`config.mk`:
```
export PLATFORM = sky130hd
export DESIGN_NAME = aftc_box_stage
export DESIGN_NICKNAME = d
export VERILOG_FILES = /design/src/aftc_pkg.sv /design/src/aftc_box_stage.sv
export SDC_FILE = /design/constraint.sdc
export NUM_CORES = 1
export LEC_CHECK = 0
export BUFFER_PORTS_ARGS = -buffer_cell sky130_fd_sc_hd__buf_4
export CORE_MARGIN = 4
export CORE_UTILIZATION = 35
export CTS_CLUSTER_DIAMETER = 80
export DETAILED_ROUTE_END_ITERATION = 12
export MAX_ROUTING_LAYER = met4
export PLACE_DENSITY = 0.69
export SYNTH_ARGS = -nofsm -noshare
export SYNTH_HDL_FRONTEND = slang
export SYNTH_SLANG_ARGS = --single-unit
```
`constraint.sdc`:
```
create_clock -name clock -period 3.15 [get_ports clock]
set_input_delay 0.63 -clock clock [delete_from_list [all_inputs] [get_ports clock]]
set_output_delay 0.63 -clock clock [all_outputs]
set_load 0.05 [all_outputs]
```
`src/aftc_pkg.sv`:
```
// ----------------------------------------------------------------------------
// aftc_pkg
// Shared types and constants for the six-plane box culling core: plane
// register packing, plane verdict flags and default widths.
// ----------------------------------------------------------------------------
package aftc_pkg;

   // default geometry widths
   localparam int DEFAULT_COORD_BITS       = 20;
   localparam int DEFAULT_NORMAL_FRAC_BITS = 12;

   // plane register layout
   localparam int PLANE_COUNT = 6;
   localparam int NFIELD_BITS = 14;
   localparam int DFIELD_BITS = 22;
   localparam int AXIS_COUNT  = 3;

   // configuration port
   localparam int CSR_IDX_W  = $clog2(PLANE_COUNT);
   localparam int CSR_DATA_W = 3 * NFIELD_BITS + DFIELD_BITS;

   // one packed plane: normal in the low bits, distance on top
   typedef struct packed {
      logic signed [DFIELD_BITS-1:0] d;
      logic signed [NFIELD_BITS-1:0] nz;
      logic signed [NFIELD_BITS-1:0] ny;
      logic signed [NFIELD_BITS-1:0] nx;
   } plane_type;

   // verdict of one plane against the current box
   typedef struct packed {
      logic zero_normal;
      logic rejects;
      logic not_inside;
   } plane_flags_type;

endpackage

```
`src/aftc_box_stage.sv`:
```
// ----------------------------------------------------------------------------
// aftc_box_stage
// Input register for one box; derives corner sums, extents and the
// min-not-above-max check from the registered corners.
// ----------------------------------------------------------------------------
module aftc_box_stage #(
   parameter int COORD_BITS = aftc_pkg::DEFAULT_COORD_BITS,
   localparam int SUM_W = COORD_BITS + 1
) (
   input  logic                         clock,
   input  logic                         reset,
   input  logic                         accept,
   input  logic signed [COORD_BITS-1:0] min_x,
   input  logic signed [COORD_BITS-1:0] min_y,
   input  logic signed [COORD_BITS-1:0] min_z,
   input  logic signed [COORD_BITS-1:0] max_x,
   input  logic signed [COORD_BITS-1:0] max_y,
   input  logic signed [COORD_BITS-1:0] max_z,
   output logic                         valid,
   output logic                         box_ok,
   output logic signed [SUM_W-1:0]      sum [3],
   output logic signed [SUM_W-1:0]      ext [3]
);

   logic                         valid_ff;
   logic signed [COORD_BITS-1:0] lo_ff [3];
   logic signed [COORD_BITS-1:0] hi_ff [3];

   // beat valid
   always_ff @(posedge clock) begin
      if (reset) begin
         valid_ff <= 1'b0;
      end else begin
         valid_ff <= accept;
      end
   end

   // corner capture
   always_ff @(posedge clock) begin
      if (accept) begin
         lo_ff[0] <= min_x;
         lo_ff[1] <= min_y;
         lo_ff[2] <= min_z;
         hi_ff[0] <= max_x;
         hi_ff[1] <= max_y;
         hi_ff[2] <= max_z;
      end
   end

   // sums, extents and ordering check per axis
   always_comb begin
      box_ok = 1'b1;
      for (int a = 0; a < 3; a++) begin
         sum[a] = SUM_W'(lo_ff[a]) + SUM_W'(hi_ff[a]);
         ext[a] = SUM_W'(hi_ff[a]) - SUM_W'(lo_ff[a]);
         if (lo_ff[a] > hi_ff[a]) begin
            box_ok = 1'b0;
         end
      end
   end

   assign valid = valid_ff;

endmodule

```
==> results.md, run 1 <==
* Outcome: complete, but fails checks
* Failing checks: setup timing
* Met3 Track Usage GR at 0.0409
* XOR/XNOR share of the synthesized area at 0.0842
* Setup Viol. Count Final at 78
* Share of cells above drive strength 1 at 0.518
* Combinational family with the most area after synthesis: compound AO/OA/AOI/OAI gates
* Main synth FF type: edfxtp_1
* NumNets Final at 1701
* Global routing usage on met2 at 0.335
* Post-Syn Instances at 997
* Vias in the first global route at 9212
* Total number of vias at 9164
* IO Port Bufs at 250
* WS Path Type: reg2out
* DIE WIDTH at 174 µm
* Initial drt markers at 497
* Pin count of the biggest net entering global routing at 122
* EDFF count, synth at 120
* Avg WL per Cell at 17.2 µm
* Antenna Violating Nets Remaining at 0
* Overall die area at 30400 µm²
* Mean post-synth cell area at 9.70 µm²
* GRT Overall Usage at 0.197
* Site Rows at 60
* First-pass detailed-route iteration total at 7
* Initial antenna violation count at 4
* Adder-cell area share of the yosys netlist at 0.169
* Req. time, crit path at 2520 ps
* Slew @ Worst Pin at 700 ps
* Power Density at 646 nW/µm²
* Hold Fails Final Rpt at 0
* Seq cells post-synth at 121
* RSZ-0062 raised after global routing: yes
* TritonCTS clock tree: done
* Distinct cells, synth at 78
* Hold slack final at 353 ps
* DR vias/cell at 4.98
* Non-filler cells, final at 1841
* Post-Synth Simple-Gate Area at 0.120
* Critical path, cell by cell: ha_4 -> or3_4 -> nor3_4 -> o41ai_4 -> a221o_1 -> a211o_4 -> a211oi_2 -> buf_4 -> xnor2_4 -> buf_8
* Final min period at 3820 ps
* Max-slew violation count at 0
* Die height at 174 µm
* Max-Cap Viols at 0
* Layout area overhead at 70.6%
* First-pass GRT wire length at 47000 µm
* Clock buffer count from CTS at 17
* Syn nets at 1247
* GP Congestion at 0.871
* Clock-pin slew on the worst setup and hold paths at 60 ps
* Post-placement cell count at 1750
* Drt drc at 0
* Clock root cell: clkbuf_16
* Final HPWL DP at 22700 µm
* GR peak layer: met2
* Final wirelength at 31600 µm
* Slew margin rel. at 0.533
* CTS max path bufs at 2
* Slowest-stage cell, CP: edfxtp_1
* Worst path max stage delay at 460 ps
* Yosys Warn Count at 0
* Worst Path Arrival at 3190 ps
* Period utilisation layout at 1.21
* Clock Sinks at 121
* Slack of the critical path at -671 ps
* Core box area at 27100 µm²
* Starting Density at 0.357
* Startpoint Class: register
* Compound-Gate Fraction of Synth Area at 0.179
* CP Capture Type: output port
* Gr ovfl total at 0
* P_leak at 7.34 nW
* Async S/R FF share, synth at 0
* CTS Hold Bufs at 0
* Grt met1 use at 0.227
* Critical Path Fanout Max at 3
* H-tree depth at 4
* Hold WC Path Type: in2reg
* Synthesized area at 9670 µm²
* Seq/Total Area, Yosys at 0.375
* Highest Clock Rate at 262 MHz
* I/O pin total at 251
* Mux cell area share after synthesis at 0.00103
* Max VDD drop at 0.000412 V
-- cell usage after synthesis, types with 4 or more instances --
master	instances	area share
ha_1	121	0.16
inv_1	121	0.047
edfxtp_1	120	0.37
nor2_1	101	0.039
xnor2_1	82	0.074
a21oi_1	81	0.042
o21ai_0	29	0.015
nor3_1	25	0.013
nand2_1	22	0.0085
clkbuf_1	20	0.0078
nand2b_1	19	0.012
or3_1	16	0.010
o21bai_1	15	0.012
a21o_1	13	0.010
nor2b_1	13	0.0084
o21a_1	13	0.010
a31oi_1	11	0.0071
xor2_1	11	0.010
nand3_1	10	0.0052
nor4_1	9	0.0058
o31ai_1	9	0.0070
a221oi_1	8	0.0072
a211o_1	6	0.0054
buf_2	6	0.0031
fa_1	6	0.012
or2_2	6	0.0039
nand4_1	5	0.0032
o21ai_1	5	0.0026
o22ai_1	5	0.0032
a211oi_1	4	0.0031
a311oi_1	4	0.0036
a41oi_1	4	0.0036
buf_4	4	0.0031
o41ai_1	4	0.0036
-- layout make-up --
class / instances / area (µm²)
antenna: 5 / 12.5
clock buffer: 18 / 429
clock inverter: 14 / 174
fill: 2107 / 10600
inverter: 126 / 478
multi-input combinational: 712 / 7300
sequential: 121 / 3620
tap: 372 / 465
timing repair buffer: 473 / 4020
-- kinds of logic after synthesis --
logic type | Yosys count
XOR/XNOR | 93
adder cells (fa/ha/maj) | 127
multiplexers | 1
buffers and inverters | 164
flip-flops | 121
AND/OR/NAND/NOR | 237
AO/OA/AOI/OAI | 254
-- worst paths after layout --
check,startpoint,end,slack (ps),depth (start not counted)
worst min-delay path,reset,valid,350,2
worst max-delay path,hi_ff[0][45],sum[19],-670,10
-- per-stage QoR --
stage                     setup slack (ps)  power, mW  area (µm²)  TNS (ps)   util
after floorplan                       -260       5.64       10100     -1600      -
after global placement                -339       7.43       13500     -8540  0.499
after detailed placement              -384       7.47       13500     -9800  0.499
after CTS                             -672       10.3       15600    -28850  0.577
after global routing                  -765       11.1       16500    -39670  0.609
final                                 -671       10.7       16500    -30470  0.609
-- registers in the layout, indices dropped and copies added (netlist names) --
name / cells
hi_ff: 60
lo_ff: 60
valid: 1
-- power breakdown --
| group | switching (mW) | internal, mW |
|---|---|---|
| registers | 0.0829 | 1.92 |
| logic | 3.92 | 2.71 |
| clock network | 0.774 | 1.25 |
-- critical path: cells and delay by family, from the launching register on --
family / cells / cell delay (ps)
XOR/XNOR: 1 / 110
flip-flops: 1 / 460
AO/OA/AOI/OAI: 4 / 1020
adder cells (fa/ha/maj): 1 / 210
AND/OR/NAND/NOR: 2 / 630
buffers and inverters: 2 / 330
-- routing by layer --
layer / routed length [µm] / share of wire
met1: 12400 / 0.39
met2: 16400 / 0.52
met3: 1740 / 0.055
met5: 0 / 0
met4: 1140 / 0.036
-- placed cells by master (no fill, tap or decap), drive strengths merged, types with 15 or more instances in the layout --
cell type / count
buf: 473
clkbuf: 18
nand2: 22
a21oi: 82
o21ai: 35
nor3: 26
nand2b: 19
inv: 125
ha: 121
o21bai: 15
edfxtp: 120
or3: 18
xnor2: 82
nor2: 101
-- timing repair --
action,CTS,global route
endpoints found under the setup margin,83,87
pin swaps,132,119
buffers inserted,33,41
gates resized for setup,280,117
No activity file was read; power rests on OpenSTA's default activity.
==> inputs of run 2 (changes only) <==
--- a/config.mk
+++ b/config.mk
@@ -7,11 +7,12 @@
 export LEC_CHECK = 0
 export BUFFER_PORTS_ARGS = -buffer_cell sky130_fd_sc_hd__buf_4
 export CORE_MARGIN = 4
-export CORE_UTILIZATION = 35
+export CORE_UTILIZATION = 40
 export CTS_CLUSTER_DIAMETER = 80
 export DETAILED_ROUTE_END_ITERATION = 12
 export MAX_ROUTING_LAYER = met4
-export PLACE_DENSITY = 0.69
+export PLACE_DENSITY = 0.76
+export SKIP_LAST_GASP = 1
 export SYNTH_ARGS = -nofsm -noshare
 export SYNTH_HDL_FRONTEND = slang
 export SYNTH_SLANG_ARGS = --single-unit
==> run 2 against run 1 <==
  * The run still ends with setup timing left
  * Critical path depth increased by 4
  * Setup slack got worse by 150 ps
  * Non-clock buffer count increased by 7
  * Combinational power increased by 1%
  * Hold slack got worse by 3.2 ps
  * Global-route usage increased by 3.5 points
  * Sequential power about the same
  * Largest power group unchanged
  * Highest routed layer unchanged
==> results.md, run 2 (synthesized netlist as in run 1, its figures left out) <==
* Core box area at 23600 µm²
* Slowest-stage cell, CP: edfxtp_1
* # fillers at 1584
* Overall die area at 26700 µm²
* Critical Path Fanout Max at 3
* Slew margin rel. at 0.513
* Total number of vias at 9454
* Power Density at 659 nW/µm²
* IO Port Bufs at 250
* NumNets Final at 1708
* # diodes at 0
* Max-Cap Viols at 0
* Worst Path Arrival at 3340 ps
* Slack of the critical path at -824 ps
* Req. time, crit path at 2520 ps
* CTS max path bufs at 2
* P_leak at 7.44 nW
* Multi-input logic area at 7290 µm²
* Worst hold stages at 2
* I/O pin total at 251
* Hold slack final at 350 ps
* First-pass GRT wire length at 47700 µm
* Hold_sp: reset
* Hold worst-path end: valid
* Outcome: complete, but fails checks
* Final min period at 3970 ps
* Final wirelength at 33500 µm
* Startpoint Class: register
* CP Capture Type: output port
* Clock-pin slew on the worst setup and hold paths at 60 ps
* Finished Core Util at 0.703
* Clock Sinks at 121
* Register area at 3620 µm²
* Worst path max stage delay at 430 ps
* Max-slew violation count at 0
* First-pass detailed-route iteration total at 5
* Setup Viol. Count Final at 86
* Avg WL per Cell at 18.7 µm
* TritonCTS clock tree: done
* Layout area overhead at 71.5%
* Failing checks: setup timing
* GRT Overall Usage at 0.232
* Clock root cell: clkbuf_16
* Gr ovfl total at 0
* GP Congestion at 0.932
* Hold Fails Final Rpt at 0
* Hold WC Path Type: in2reg
* DIE WIDTH at 164 µm
* Site Rows at 56
* Clock buffer count from CTS at 17
* Final HPWL DP at 22600 µm
* Max VDD drop at 0.000421 V
* Highest Clock Rate at 252 MHz
* Most frequent cells in the layout: 353 x buf_4, 120 x edfxtp_1, 113 x buf_6
* Starting Density at 0.410
* DR vias/cell at 5.28
* Vias in the first global route at 9388
* Initial antenna violation count at 0
* WS Path Type: reg2out
* Slew @ Worst Pin at 724 ps
* Period utilisation layout at 1.26
* RSZ-0062 raised after global routing: yes
* Antenna Violating Nets Remaining at 0
* Initial drt markers at 543
* Share of cells above drive strength 1 at 0.517
* H-tree depth at 4
* Pin count of the biggest net entering global routing at 56
* Die height at 164 µm
* Drt drc at 0
* Critical path, cell by cell: buf_4 -> buf_6 -> ha_4 -> fa_2 -> nor2b_2 -> o21a_1 -> o21ai_2 -> a21boi_2 -> o41ai_4 -> o21ai_2 -> buf_6 -> nand4_1 -> a32o_2 -> buf_8
* Commonest non-fill, non-tap cell in the layout: buf_4
-- run 2: changes by cell type in the layout (fill, tap and decap cells not counted), moves of 4 or more --
| cell | change |
|---|---|
| buf_6 | +9 |
| buf_4 | -7 |
| buf_8 | +5 |
| diode_2 | -5 |
| a21oi_4 | -4 |
| nor2_4 | +4 |
| xnor2_1 | -4 |
-- run 2: critical path: cells and delay by family, from the launching register on --
family          cells  cell delay, ps
simple gates        2             270
buf+inv             4             560
compound gates      6            1120
flops               1             430
fa+ha+maj           2             530
-- run 2: metal layers --
layer	wire (µm)	vias up	part of all wire	track usage
li1	-	4447	-	-
met1	12300	4503	0.37	0.263
met2	17200	383	0.51	0.400
met3	2240	121	0.067	0.0439
met4	1790	0	0.053	0.104
met5	0	-	0	-
-- run 2: how the worst max path moves through the flow --
| stage | from | to | slack [ps] | depth (start not counted) |
|---|---|---|---|---|
| final | lo_ff[0][20] | ext[41] | -820 | 14 |
| after CTS | hi_ff[0][46] | sum[17] | -720 | 9 |
| after global placement | hi_ff[0][41] | sum[19] | -350 | 12 |
| after floorplan | hi_ff[0][28] | ext[40] | -260 | 9 |
| after global routing | lo_ff[0][20] | ext[41] | -910 | 14 |
| after detailed placement | hi_ff[0][44] | sum[19] | -390 | 11 |
-- run 2: layout make-up --
| type | count | share of cell area |
|---|---|---|
| timing repair buffer | 480 | 0.250 |
| sequential | 121 | 0.218 |
| inverter | 126 | 0.0288 |
| clock buffer | 17 | 0.0256 |
| multi-input combinational | 712 | 0.440 |
| clock inverter | 15 | 0.0135 |
| tap | 319 | 0.0241 |
-- run 2: repair_timing --
| action | 4_1_cts | 5_1_grt |
|---|---|---|
| gates resized for setup | 246 | 158 |
| setup buffers | 35 | 48 |
| pin swaps | 100 | 125 |
| setup endpoints to repair | 85 | 90 |
| hold buffers | 0 | 0 |
| endpoints found under the hold margin | 0 | 0 |
-- run 2: metrics by stage --
step	TNS (ps)	power, mW	setup slack (ps)	cell area (µm²)	cells
after global routing	-48930	11.3	-915	16600	1790
final	-38990	10.9	-824	16600	1790
after floorplan	-1600	5.64	-260	10100	997
after detailed placement	-9210	7.46	-391	13500	1699
after global placement	-7390	7.40	-354	13500	1699
after CTS	-32100	10.4	-724	15500	1758
-- run 2: report_power, final --
group	internal, mW	total (mW)	switching [mW]
registers	1.92	2.01	0.0868
clock network	1.41	2.19	0.785
logic	2.75	6.73	3.98
total	6.07	10.9	4.86
==> inputs of run 3 (changes only) <==
==> constraint.sdc (replaced) <==
create_clock -name clock -period 3.15 [get_ports clock]
set_input_delay 0.63 -clock clock [delete_from_list [all_inputs] [get_ports clock]]
set_output_delay 0.63 -clock clock [all_outputs]
set_load 0.005 [all_outputs]
==> run 3 against run 2 <==
  * The run still ends with setup timing left
  * Non-clock buffer count decreased by 73
  * First-iteration DRC count unchanged
  * Critical path depth decreased by 1
  * Global-route usage decreased by 1.7 points
  * Combinational power decreased by 41%
  * Largest power group unchanged
  * Setup slack improved by 240 ps
  * Clock-buffer cell count unchanged
  * Highest routed layer unchanged
  * Sequential power about the same
==> results.md, run 3 (synthesized netlist as in run 1, its figures left out) <==
* Non-filler cells, final at 1721
* Hold WC Path Type: in2reg
* Period utilisation layout at 1.19
* Worst path max stage delay at 430 ps
* Site Rows at 56
* Slew @ Worst Pin at 690 ps
* Max-Cap Viols at 0
* Commonest non-fill, non-tap cell in the layout: buf_4
* Highest Clock Rate at 268 MHz
* Max VDD drop at 0.000270 V
* Initial antenna violation count at 4
* # fillers at 1848
* RSZ-0062 raised after global routing: yes
* P_int at 5.13 mW
* Critical path, cell by cell: buf_6 -> ha_4 -> inv_4 -> fa_2 -> o21bai_1 -> a21oi_2 -> nor2_2 -> o41ai_4 -> a221oi_4 -> o211a_1 -> o22ai_2 -> xnor2_1 -> buf_4
* Share of cells above drive strength 1 at 0.453
* Starting Density at 0.410
* Avg WL per Cell at 17.5 µm
* Post-placement cell count at 1635
* P_leak at 6.65 nW
* Overall die area at 26700 µm²
* Vias in the first global route at 8905
* TritonCTS clock tree: done
* Power Density at 533 nW/µm²
* CTS Hold Bufs at 0
* Drt drc at 0
* Pre-CTS WS at -254 ps
* WS Path Type: reg2out
* First-pass detailed-route iteration total at 5
* Max-slew violation count at 0
* Pin count of the biggest net entering global routing at 122
* Clock power share at 0.244
* Worst Path Arrival at 3100 ps
* Clock Sinks at 121
* Slowest-stage cell, CP: edfxtp_1
* Slack of the critical path at -584 ps
* First-pass GRT wire length at 44700 µm
* Combinational Power Share at 0.504
* Slew margin rel. at 0.536
* Hold slack final at 366 ps
* Gr ovfl total at 0
* DR vias/cell at 5.19
* Setup Viol. Count Final at 78
* GP Congestion at 0.914
* IO Port Bufs at 250
* Startpoint Class: register
* Antenna Violating Nets Remaining at 0
* H-tree depth at 4
* Final min period at 3730 ps
* Sw Share at 0.354
* Clock root cell: clkbuf_16
* I/O pin total at 251
* Hold Fails Final Rpt at 0
* Most frequent cells in the layout: 366 x buf_4, 120 x edfxtp_1, 110 x inv_1
* Core box area at 23600 µm²
* Total number of vias at 8933
* Outcome: complete, but fails checks
* Initial drt markers at 543
* NumNets Final at 1635
* CTS max path bufs at 2
* Critical Path Fanout Max at 3
* Failing checks: setup timing
* Die height at 164 µm
* Final HPWL DP at 21400 µm
* Clock buffer count from CTS at 17
* CP Capture Type: output port
* Psw at 2.81 mW
* Clock-pin slew on the worst setup and hold paths at 70 ps
* Sequential power share at 0.252
* Layout area overhead at 53.8%
* Req. time, crit path at 2520 ps
* DIE WIDTH at 164 µm
* Final wirelength at 30200 µm
* GRT Overall Usage at 0.216
run 3: cell types whose count changed in the layout (fill, tap and decap cells not counted), moves of 5 or more:
cell,change
buf_6,-73
xnor2_1,+35
xnor2_2,-23
buf_4,+13
xnor2_4,-12
buf_8,-11
ha_4,-6
inv_6,+6
a21oi_4,-5
run 3: area by class of cell:
cell class | instances | area (µm²) | area share
Multi-Input combinational cell | 712 | 6580 | 0.442
Sequential cell | 121 | 3620 | 0.244
Timing Repair Buffer | 407 | 3220 | 0.216
Inverter | 126 | 483 | 0.0325
Clock buffer | 17 | 425 | 0.0286
Tap cell | 319 | 399 | 0.0268
Clock inverter | 15 | 140 | 0.00942
Antenna cell | 4 | 10.0 | 0.000673
run 3: per-stage QoR:
step | TNS (ps) | instance area, µm² | power, mW | utilization
after CTS | -20950 | 14200 | 7.63 | 0.602
after floorplan | 0 | 9670 | 3.65 | -
after global placement | -3110 | 12500 | 5.19 | 0.531
after detailed placement | -4260 | 12500 | 5.23 | 0.531
final | -24880 | 14900 | 7.94 | 0.630
after global routing | -34870 | 14900 | 8.34 | 0.630
run 3: final timing paths:
kind / start / end / cells past startpoint
min: reset / valid / 2
max: lo_ff[0][0] / sum[58] / 13
run 3: critical path: cells and delay by family, from the launching register on:
family,cells,cell delay (ps)
AO/OA/AOI/OAI,6,1100
XOR/XNOR,1,150
adder cells (fa/ha/maj),2,510
buffers and inverters,3,300
flip-flops,1,430
AND/OR/NAND/NOR,1,190
run 3: power groups by stage:
stage / clock (mW) / sequential, mW / combinational [mW]
4_1_cts: 1.97 / 2.00 / 3.66
3_5_place_dp: 0 / 2.03 / 3.21
2_1_floorplan: 0 / 2.01 / 1.64
3_3_place_gp: 0 / 2.02 / 3.17
6_report: 1.93 / 2.00 / 4.00
5_1_grt: 2.04 / 2.02 / 4.29
run 3: metal layers:
metal,vias up,share of wire,track usage
met5,-,0,-
met1,4265,0.40,0.251
li1,4306,-,-
met4,0,0.032,0.0816
met3,71,0.055,0.0431
met2,291,0.51,0.370
run 3: timing repair:
| item | 4_1_cts | 5_1_grt |
|---|---|---|
| pin swaps | 106 | 98 |
| setup endpoints to repair | 80 | 84 |
| buffers inserted | 38 | 27 |
| gates resized for setup | 177 | 104 |
